$ cat src/trsp_pkg.sv
`timescale 1ns / 1ps
// ----------------------------------------------------------------------------
// TLS record SNI parser package
// Shared request and result types and constants of the record parser.
// ----------------------------------------------------------------------------
package trsp_pkg;

  typedef struct packed {
    logic [7:0] data_byte;
    logic       last;
  } in_req_t;

  typedef struct packed {
    logic        kind;
    logic [7:0]  name_byte;
    logic        name_last;
    logic        valid_res;
    logic [7:0]  rec_kind;
    logic [15:0] rec_ver;
    logic [15:0] rec_len;
    logic        hs_present;
    logic [7:0]  hs_kind;
    logic        ch_flag;
    logic        truncated;
    logic        sni_found;
  } out_res_t;

  localparam logic       KindName    = 1'b0;
  localparam logic       KindSummary = 1'b1;
  localparam logic [7:0] TypeMin     = 8'd20;
  localparam logic [7:0] TypeMax     = 8'd24;
  localparam logic [7:0] TypeHs      = 8'd22;
  localparam logic [7:0] VerMajor    = 8'h03;
  localparam logic [7:0] VerMinorMax = 8'h04;
  localparam logic [7:0] HsClientHi  = 8'd1;
  localparam logic [15:0] MaxLenReset = 16'd16384;

endpackage

$ cat src/tls_record_sni_parser_core.sv
`timescale 1ns / 1ps
// ----------------------------------------------------------------------------
// TLS record SNI parser core
// Checks a TLS record header and extracts the ClientHello host name.
// ----------------------------------------------------------------------------
// One payload byte is taken per cycle and parsed in the same cycle; each byte
// gives at most a host name byte and, on the last byte, a summary. Results
// pass through a four-entry result queue, so a request is taken in every
// cycle while the queue has two free entries; the sustained rate is one byte
// per cycle when the consumer takes a result in every cycle. Host name bytes
// are tentative until the summary reports sni_found.
module tls_record_sni_parser_core (
  input  logic                clk_i,
  input  logic                rst_ni,
  input  logic                in_valid_i,
  output logic                in_ready_o,
  input  trsp_pkg::in_req_t   in_data_i,
  output logic                out_valid_o,
  input  logic                out_ready_i,
  output trsp_pkg::out_res_t  out_data_o,
  input  logic                cfg_valid_i,
  output logic                cfg_ready_o,
  input  logic [15:0]         cfg_data_i
);

  typedef enum logic [4:0] {
    PH_HDR, PH_IGNORE, PH_HS, PH_FIXED, PH_SID_LEN, PH_SID, PH_CS_LEN, PH_CS,
    PH_CM_LEN, PH_CM, PH_EXTS_LEN, PH_EXT_HDR, PH_EXT_SKIP, PH_LIST_LEN,
    PH_NAME_HDR, PH_NAME_SKIP, PH_NAME
  } phase_e;

  typedef struct packed {
    phase_e      phase;
    logic [15:0] rem;
    logic [31:0] fv;
    logic [15:0] rec_left;
    logic [15:0] ext_left;
    logic [15:0] list_left;
    logic [7:0]  hs_type;
    logic        hdr_ok;
    logic        has_hs;
    logic        is_ch;
    logic        trunc;
    logic        sni;
  } pst_t;

  localparam pst_t PstReset = '{phase: PH_HDR, default: '0};

  function automatic pst_t start_fld(pst_t s, phase_e ph, logic [15:0] n);
    pst_t r;
    r = s;
    if (n > s.rec_left) begin
      r.trunc = 1'b1;
      r.phase = PH_IGNORE;
    end else begin
      r.phase = ph;
      r.rem   = n;
      r.fv    = '0;
    end
    return r;
  endfunction

  function automatic pst_t ext_loop(pst_t s);
    pst_t r;
    r = s;
    if (s.ext_left >= 16'd4) begin
      r.ext_left = s.ext_left - 16'd4;
      r = start_fld(r, PH_EXT_HDR, 16'd4);
    end else begin
      r.phase = PH_IGNORE;
    end
    return r;
  endfunction

  function automatic pst_t name_loop(pst_t s);
    pst_t r;
    r = s;
    if (s.list_left >= 16'd3) begin
      r.list_left = s.list_left - 16'd3;
      r = start_fld(r, PH_NAME_HDR, 16'd3);
    end else begin
      r.phase = PH_IGNORE;
    end
    return r;
  endfunction

  function automatic pst_t complete(pst_t s);
    pst_t r;
    logic [15:0] len;
    r = s;
    len = s.fv[15:0];
    case (s.phase)
      PH_HS: begin
        r.hs_type = s.fv[31:24];
        r.has_hs  = 1'b1;
        if (s.fv[31:24] != trsp_pkg::HsClientHi) begin
          r.phase = PH_IGNORE;
        end else begin
          r.is_ch = 1'b1;
          if (s.fv[23:0] > {8'd0, s.rec_left}) begin
            r.trunc = 1'b1;
            r.phase = PH_IGNORE;
          end else begin
            r = start_fld(r, PH_FIXED, 16'd34);
          end
        end
      end
      PH_FIXED:    r = start_fld(s, PH_SID_LEN, 16'd1);
      PH_SID_LEN:  r = start_fld(s, PH_SID, len);
      PH_SID:      r = start_fld(s, PH_CS_LEN, 16'd2);
      PH_CS_LEN:   r = start_fld(s, PH_CS, len);
      PH_CS:       r = start_fld(s, PH_CM_LEN, 16'd1);
      PH_CM_LEN:   r = start_fld(s, PH_CM, len);
      PH_CM:       r = start_fld(s, PH_EXTS_LEN, 16'd2);
      PH_EXTS_LEN: begin
        r.ext_left = len;
        r = ext_loop(r);
      end
      PH_EXT_HDR: begin
        if (len > s.ext_left) begin
          r.trunc = 1'b1;
          r.phase = PH_IGNORE;
        end else if (s.fv[31:16] == 16'd0) begin
          r = start_fld(s, PH_LIST_LEN, 16'd2);
        end else begin
          r.ext_left = s.ext_left - len;
          r = start_fld(r, PH_EXT_SKIP, len);
        end
      end
      PH_EXT_SKIP: r = ext_loop(s);
      PH_LIST_LEN: begin
        if (len > s.rec_left) begin
          r.phase = PH_IGNORE;
        end else begin
          r.list_left = len;
          r = name_loop(r);
        end
      end
      PH_NAME_HDR: begin
        if (len > s.list_left) begin
          r.phase = PH_IGNORE;
        end else if (s.fv[31:16] == 16'd0) begin
          r = start_fld(s, PH_NAME, len);
        end else begin
          r.list_left = s.list_left - len;
          r = start_fld(r, PH_NAME_SKIP, len);
        end
      end
      PH_NAME_SKIP: r = name_loop(s);
      PH_NAME: begin
        r.sni   = 1'b1;
        r.phase = PH_IGNORE;
      end
      default: r.phase = PH_IGNORE;
    endcase
    return r;
  endfunction

  // a finished field opens at most one empty field before a non-empty one
  function automatic pst_t settle(pst_t s);
    pst_t r;
    r = s;
    for (int i = 0; i < 2; i++) begin
      if (r.phase != PH_HDR && r.phase != PH_IGNORE && r.rem == 16'd0) begin
        r = complete(r);
      end
    end
    return r;
  endfunction

  pst_t                pst_q, pst_d, pst_w;
  logic [16:0]         cnt_q, cnt_d, cnt_w;
  logic [39:0]         hdr_q, hdr_d, hdr_w;
  logic [15:0]         max_len_q;
  trsp_pkg::out_res_t  fifo_q [4];
  logic [1:0]          wr_ptr_q, rd_ptr_q;
  logic [2:0]          cnt_fifo_q;
  logic                in_fire, out_fire, push_name, push_sum;
  trsp_pkg::out_res_t  res_name, res_sum;
  logic [7:0]          b;
  logic [15:0]         hlen;
  logic                hdr_good, rec_valid;
  logic [2:0]          n_push;

  assign b        = in_data_i.data_byte;
  assign in_fire  = in_valid_i && in_ready_o;
  assign out_fire = out_valid_o && out_ready_i;
  assign hlen     = hdr_w[15:0];

  always_comb begin
    pst_w     = pst_q;
    hdr_w     = hdr_q;
    push_name = 1'b0;
    res_name  = '0;
    hdr_good  = 1'b0;
    if (pst_q.phase == PH_HDR) begin
      hdr_w = {hdr_q[31:0], b};
      if (cnt_q == 17'd4) begin
        hdr_good = hdr_w[39:32] >= trsp_pkg::TypeMin && hdr_w[39:32] <= trsp_pkg::TypeMax
                && hdr_w[31:24] == trsp_pkg::VerMajor
                && hdr_w[23:16] <= trsp_pkg::VerMinorMax
                && hlen != 16'd0 && hlen <= max_len_q;
        pst_w.phase = PH_IGNORE;
        if (hdr_good) begin
          pst_w.hdr_ok   = 1'b1;
          pst_w.rec_left = hlen;
          if (hdr_w[39:32] == trsp_pkg::TypeHs && hlen >= 16'd4) begin
            pst_w = start_fld(pst_w, PH_HS, 16'd4);
          end
        end
        pst_w = settle(pst_w);
      end
    end else if (pst_q.phase != PH_IGNORE && pst_q.rem != 16'd0) begin
      pst_w.rec_left = pst_q.rec_left - 16'd1;
      pst_w.rem      = pst_q.rem - 16'd1;
      pst_w.fv       = {pst_q.fv[23:0], b};
      if (pst_q.phase == PH_NAME) begin
        push_name          = 1'b1;
        res_name.kind      = trsp_pkg::KindName;
        res_name.name_byte = b;
        res_name.name_last = (pst_w.rem == 16'd0);
      end
      pst_w = settle(pst_w);
    end
    cnt_w = (cnt_q == '1) ? cnt_q : cnt_q + 17'd1;

    push_sum  = in_data_i.last;
    rec_valid = pst_w.hdr_ok && ({1'b0, cnt_w} >= 18'd5 + {2'd0, hlen});
    res_sum   = '0;
    res_sum.kind = trsp_pkg::KindSummary;
    if (rec_valid) begin
      res_sum.valid_res  = 1'b1;
      res_sum.rec_kind   = hdr_w[39:32];
      res_sum.rec_ver    = hdr_w[31:16];
      res_sum.rec_len    = hlen;
      res_sum.hs_present = pst_w.has_hs;
      res_sum.hs_kind    = pst_w.hs_type;
      res_sum.ch_flag    = pst_w.is_ch;
      res_sum.truncated  = pst_w.trunc;
      res_sum.sni_found  = pst_w.sni && !pst_w.trunc;
    end

    pst_d = pst_q;
    cnt_d = cnt_q;
    hdr_d = hdr_q;
    if (in_fire) begin
      if (in_data_i.last) begin
        pst_d = PstReset;
        cnt_d = '0;
        hdr_d = '0;
      end else begin
        pst_d = pst_w;
        cnt_d = cnt_w;
        hdr_d = hdr_w;
      end
    end
  end

  assign n_push      = in_fire ? ({2'd0, push_name} + {2'd0, push_sum}) : 3'd0;
  assign in_ready_o  = cnt_fifo_q <= 3'd2;
  assign out_valid_o = cnt_fifo_q != 3'd0;
  assign out_data_o  = fifo_q[rd_ptr_q];
  assign cfg_ready_o = 1'b1;

  always_ff @(posedge clk_i or negedge rst_ni) begin
    if (!rst_ni) begin
      pst_q      <= PstReset;
      cnt_q      <= '0;
      hdr_q      <= '0;
      max_len_q  <= trsp_pkg::MaxLenReset;
      wr_ptr_q   <= '0;
      rd_ptr_q   <= '0;
      cnt_fifo_q <= '0;
    end else begin
      pst_q <= pst_d;
      cnt_q <= cnt_d;
      hdr_q <= hdr_d;
      if (cfg_valid_i) begin
        max_len_q <= cfg_data_i;
      end
      wr_ptr_q   <= wr_ptr_q + n_push[1:0];
      rd_ptr_q   <= rd_ptr_q + {1'b0, out_fire};
      cnt_fifo_q <= cnt_fifo_q + n_push - {2'd0, out_fire};
    end
  end

  always_ff @(posedge clk_i) begin
    if (in_fire) begin
      if (push_name) begin
        fifo_q[wr_ptr_q] <= res_name;
        if (push_sum) begin
          fifo_q[wr_ptr_q + 2'd1] <= res_sum;
        end
      end else if (push_sum) begin
        fifo_q[wr_ptr_q] <= res_sum;
      end
    end
  end

endmodule
$ cat config.mk
export PLATFORM = sky130hd
export DESIGN_NAME = tls_record_sni_parser_core
export DESIGN_NICKNAME = d
export VERILOG_FILES = /design/src/trsp_pkg.sv /design/src/tls_record_sni_parser_core.sv
export SDC_FILE = /design/constraint.sdc
export NUM_CORES = 2
export LEC_CHECK = 0
export BUFFER_PORTS_ARGS = -buffer_cell sky130_fd_sc_hd__buf_2
export CELL_PAD_IN_SITES_DETAIL_PLACEMENT = 0
export CELL_PAD_IN_SITES_GLOBAL_PLACEMENT = 2
export CORE_MARGIN = 5
export CORE_UTILIZATION = 36
export CTS_CLUSTER_DIAMETER = 30
export CTS_CLUSTER_SIZE = 30
export DETAILED_ROUTE_END_ITERATION = 8
export GPL_TIMING_DRIVEN = 0
export HOLD_SLACK_MARGIN = 0.1
export PLACE_DENSITY_LB_ADDON = 0.15
export SYNTH_ARGS = -nofsm -noshare
export SYNTH_HDL_FRONTEND = slang
export SYNTH_SLANG_ARGS = --single-unit
$ cat constraint.sdc
create_clock -name clk_i -period 8.2 [get_ports clk_i]
set_input_delay 0.41 -clock clk_i [delete_from_list [all_inputs] [get_ports clk_i]]
set_output_delay 0.41 -clock clk_i [all_outputs]
set_load 0.05 [all_outputs]
# ---- Word level (Yosys, flattened, before mapping)
# Memory sizes are Yosys's and may differ from the RTL's.
# Index checks and enable logic that the tools add are counted.
dict set report classes {
  n_mux 250
  n_bitwise 1
  n_eq_ne 73
  add_sub_neg 34
  n_lt_le_gt_ge 60
  reduce_logical 50
}
# op count
set ops {}
lappend ops {{108-bit one-hot mux with 10 select lines} 4}
lappend ops {{109-bit 2-to-1 mux} 28}
lappend ops {{114-bit 2-to-1 mux} 22}
lappend ops {{48-bit 2-to-1 mux} 25}
lappend ops {{107-bit 2-to-1 mux} 8}
lappend ops {{5-bit one-hot mux with 14 select lines} 4}
lappend ops {{111-bit 2-to-1 mux} 2}
lappend ops {{16-bit greater-than comparator} 12}
lappend ops {{4-bit 2-to-1 mux} 47}
lappend ops {{5-bit by 4-bit equality test with 1-bit output, second input constant} 32}
lappend ops {{16-bit by 3-bit >= comparator with 1-bit output, second input constant} 9}
lappend ops {{16-bit by 2-bit >= comparator with 1-bit output, second input constant} 8}
lappend ops {{2-bit by 16-bit greater-than comparator with 1-bit output, first input constant} 8}
lappend ops {{16-bit zero test} 8}
lappend ops {{16-bit subtractor} 8}
lappend ops {{16-bit by 2-bit subtractor with 16-bit output, second input constant} 8}
lappend ops {{16-bit by 3-bit subtractor with 16-bit output, second input constant} 8}
lappend ops {{24-bit by 16-bit greater-than comparator with 1-bit output} 4}
lappend ops {{5-bit 2-to-1 mux} 17}
lappend ops {{5-bit by 3-bit equality test with 1-bit output, second input constant} 16}
lappend ops {{3-bit by 16-bit greater-than comparator with 1-bit output, first input constant} 5}
lappend ops {{40-bit 2-to-1 mux} 2}
lappend ops {{1-bit by 16-bit greater-than comparator with 1-bit output, first input constant} 4}
lappend ops {{6-bit by 16-bit greater-than comparator with 1-bit output, first input constant} 4}
lappend ops {{other kinds (42)} 175}
dict set report word_totals {
  out_inout_bits 66
  input_bits 30
  mem_bits_rw 252
  mem_count 1
  ff_bits 194
}
# memory depth word_bits rd rd_clocked_by_memory_dff wr line
set mem_list {}
lappend mem_list {fifo_q 4 63 1 0 2 tls_record_sni_parser_core.sv:175} ;# trsp_pkg::out_res_t fifo_q [4];

# ---- Logic depth before layout (Yosys ltp)
dict set report depth {
  ltp_word 29
  ltp_mapped 41
  ltp_nobuf 33
}

# ---- Worst setup path before layout
# OpenSTA, ideal clock, no wires.
dict set report synth_timing {
  kind {register -> register}
  startpoint {register pst_q[46] in the netlist's numbering}
  endpoint {register pst_q[83] in the netlist's numbering}
  setup_slack_ps -93
  path_buffers 8
  path_stages_with_launch 39
  arrival_time_ps 8171
  cell_sequence {dfrtp_1 -> buf_2 -> or4_1 -> buf_2 -> nor2_1 -> nand2_1 -> or4_1 -> xor2_1 -> ha_1 -> nand4_1 -> a2111o_1 -> a31o_1 -> buf_2 -> buf_4 -> o22ai_1 -> nor3_1 -> nand3_1 -> clkbuf_1 -> [3 not listed] -> ha_1 -> inv_1 -> fa_1 -> a21o_1 -> a21o_1 -> a21o_1 -> nor3_1 -> o21ai_0 -> a211oi_1 -> o21ai_0 -> and3_1 -> buf_1 -> nand3_1 -> a21o_1 -> nand4_1 -> o31a_1 -> buf_6 -> a32o_1}
}
dict set report synth_between {
  elab_chain_len 20
}
# item line
set synth_lines {}
lappend synth_lines {{from (decl)} tls_record_sni_parser_core.sv:171} ;# pst_t pst_q, pst_d, pst_w;
lappend synth_lines {{from (signal assigned)} tls_record_sni_parser_core.sv:267} ;# pst_q <= PstReset;
lappend synth_lines {{from (signal assigned)} tls_record_sni_parser_core.sv:275} ;# pst_q <= pst_d;
lappend synth_lines {{parallel branches: the longest is 18 deep, another holds 16-bit by 1-bit subtractor with 16-bit output} -}
lappend synth_lines {{114-bit 2-to-1 mux *} tls_record_sni_parser_core.sv:196} ;# if (pst_q.phase == PH_HDR) begin
lappend synth_lines {{114-bit 2-to-1 mux *} tls_record_sni_parser_core.sv:247} ;# if (in_data_i.last) begin
# Every way passes the cells marked *. The select of a mux whose other input is x is not followed.
# A chain may end at the register's enable or synchronous reset.

# ---- Worst setup path in the final report
# Ends and elaborated chain as after synthesis.

==> impl_results.md <==
* First-pass GRT wire length at 228.8 mm
* IO Pins at 96
* Worst setup SP type: flop
* Fmax at 0.1228 GHz
* DIE HEIGHT at 310.4 um
* Worst-Skew Late Latency at 0.70 ns
* Antenna violations before repair at 7
* Synthesis warning total at 0
* Post-Route WL at 161.6 mm
* Distinct cells, synth at 122
* Vias per Instance at 6.199
* Critical path arrival at 8.70 ns
* Rows at 110
* Commonest non-fill, non-tap cell in the layout: nor2_1
* Seq/Total Area, Yosys at 0.3640
* CTS tree: yes
* CP Data Required Time at 8.76 ns
* Post-synthesis compound-gate area fraction at 0.2167
* Largest delay share family, worst path: compound AO/OA/AOI/OAI gates
* Setup slack after layout at 0.05946 ns
* Routability congestion estimate at 1.007
* Crit. End Element: flop
* Mux contribution to synthesized area at 0.06468
* Post-synthesis cell count at 3,682
* Layout cell share with drive strength beyond 1 at 0.1714
* Final Slew Violations at 0
* Non-Filler Instances at 5,238
* Post-Synth Adder-Cell Area at 0.06465
* Synth Area in Simple Gates at 0.2059
* Die ar. at 96,320 sq um
* Largest family of logic cells by synthesized area: compound AO/OA/AOI/OAI gates
* Clock Path Buffers at 3
* Share of the clock period used by the worst path at 0.9927
* Die width at 310.4 um
* Worst IR Drop VDD at 0.1834 mV
* Relative slew slack at 0.03249
* Power Dens Cells at 237.7 nW/um^2
* Syn_nets at 3,876
* Largest net degree at the start of global routing at 103
* Final setup fails at 0
* DP Wirelength at 122.6 mm
* Wire length per cell at 30.86 um
* XOR/XNOR share of the synthesized area at 0.03937
* Vias in the first global route at 31,640
* Max_cap viols at 0
* GRT Residual Overflow at 0
* Synth Register Bits at 438
* Setup WS pre-CTS at -4.268 ns
* Pleak at 0.01554 uW
* Syn Area/Cell at 8.821 sq um
* Commonest non-fill, non-tap cells in the layout: nor2_1 (436), nand2_1 (342), o21ai_0 (267)
* Initial DRC Count at 3,614
* Slowest stage cell, crit path: or4_4
* I/O Buffers at 93
* Hold WC Path Type: in2reg
* Synth Cell Area at 32,480 sq um
* Synth async-reset ratio at 0.4247
* Buf/Inv on CP at 9
* CP Max Fanout at 8
* # DRC at 0
* Syn-to-layout area delta at 22.90%
* Clock Skew at 0.04173 ns
* Initial core utilization at 0.3619
* Routed Antenna Nets at 0
* Setup CP Type: reg2reg
* Crit path largest cell delay at 0.57 ns
* Net count, final at 4,159
* EDFF count, synth at 212
* Final Hold Fails at 0
* DR vias at 32,470
* Minimum clock period at 8.141 ns
* H-tree Lvls at 3
* TritonCTS Buffers at 108
* Clock Sinks at 438
* Slew @ Worst Pin at 1.451 ns
* Placed insts at 4,959
* Status: finished, final reports clean
* TritonRoute pass-1 iters at 7
* Unrepaired setup endpoints after global routing: yes
* GRT Total Usage at 0.3262
* Ys flop type: edfxtp_1
* Clk slew on worst S/H paths at 0.05 ns
* Clock Tree Root: clkbuf_16
* Core area at 89,740 sq um
==> final timing paths <==
| path | endpoint | cells after the start | slack (ns) | start |
|---|---|---|---|---|
| hold reg to reg | fifo_q[1][62] | 1 | 0.44 | fifo_q[1][62] |
| setup reg to reg | pst_q[83] | 37 | 0.06 | pst_q[46] |
| max in group asynchronous | cnt_fifo_q[0] | 3 | 6.73 | rst_ni |
| hold / removal | max_len_q[13] | 2 | 0.15 | cfg_valid_i |
| min in group asynchronous | pst_q[105] | 2 | 0.33 | rst_ni |
| setup / recovery | pst_q[83] | 37 | 0.06 | pst_q[46] |
==> per-stage QoR <==
| stage | TNS (ns) | hold WS (ns) | total power (uW) | utilization | cell area, sq um |
|---|---|---|---|---|---|
| after floorplan | 0 | 0.1144 | 4344 | - | 32480 |
| after detailed placement | -323.96 | 0.4335 | 5194 | 0.3860 | 34640 |
| after CTS | 0 | 0.1165 | 9554 | 0.4387 | 39360 |
| after global placement | -320.07 | 0.4318 | 5161 | 0.3835 | 34420 |
| final | 0 | 0.1460 | 9487 | 0.4448 | 39910 |
| after global routing | -0.2684 | 0.1544 | 9842 | 0.4447 | 39910 |
==> cells by family (layout without fill, tap and decap cells) <==
kind of cell,after synthesis,after routing
AND/OR/NAND/NOR,1389,1389
AO/OA/AOI/OAI,1051,1051
flip-flops,438,438
buffers and inverters,362,740
adder cells (fa/ha/maj),165,165
XOR/XNOR,146,146
multiplexers,130,130
other,1,3
==> area by class of cell <==
class	count	area, sq um
antenna	2	5.005
buffer	228	1061
clock buffer	150	3156
clock inverter	55	616.8
fill	8962	49820
inverter	126	485.5
multi-input combinational	2882	20000
sequential	438	11830
tap	1176	1471
timing repair buffer	181	1295
==> layer usage <==
layer,track usage,up-vias,part of all wire
met4,0.1838,4,0.069
met3,0.05942,475,0.071
li1,-,14380,-
met1,0.4172,16090,0.40
met5,0,-,0.00014
met2,0.5228,1522,0.46
==> report_power, final <==
group,switching (uW),internal (uW),total (uW)
Sequential,116,2490,2600
Clock,1430,2910,4340
Combinational,1810,740,2550
==> worst reg2reg max path, delay by kind of cell (launching register included) <==
| kind | cells | cell delay [ns] |
|---|---|---|
| AND/OR/NAND/NOR | 12 | 2.51 |
| XOR/XNOR | 1 | 0.20 |
| flip-flops | 1 | 0.42 |
| adder cells (fa/ha/maj) | 3 | 0.81 |
| AO/OA/AOI/OAI | 12 | 2.75 |
| buffers and inverters | 9 | 1.33 |
==> sequential cells by signal, indices dropped and copies added (netlist names) <==
signal,count
fifo_q,252
cnt_q,17
pst_q,106
hdr_q,40
rd_ptr_q,2
wr_ptr_q,2
cnt_fifo_q,3
max_len_q,16
==> synthesized netlist by cell type, types with 27 or more instances <==
master    instances  share of area
a31oi_1          45         0.0087
nor4_1           44         0.0085
a22oi_1          32         0.0074
nand4_1          57          0.011
dfrtp_1         185           0.14
buf_2            32         0.0049
o21ai_0         282          0.043
nand2_1         362          0.042
nor2_1          440          0.051
a21oi_1         196          0.030
inv_1           123          0.014
a21o_1           48          0.011
o22ai_1          29         0.0056
o31ai_1          28         0.0065
o21a_1           29         0.0067
ha_1            159          0.061
xnor2_1         109          0.029
mux2i_1          58          0.018
and2_1           28         0.0054
dfxtp_1          40          0.025
o21ai_1          31         0.0048
and3_1           35         0.0067
nor3_1           96          0.015
o211ai_1         27         0.0062
xor2_1           37          0.010
edfxtp_1        212           0.20
nand3_1         136          0.021
clkbuf_1        179          0.021
mux4_2           63          0.044
a22o_1           28         0.0076
a211oi_1         46          0.011
==> what timing repair did <==
action / CTS / global route
setup buffers: 27 / 35
endpoints found under the hold margin: 100 / 0
gates cloned: 0 / 1
gates resized for setup: 149 / 69
endpoints found under the setup margin: 136 / 82
pin swaps: 30 / 43
hold buffers: 17 / 0
(Power assumes the default switching activity.)
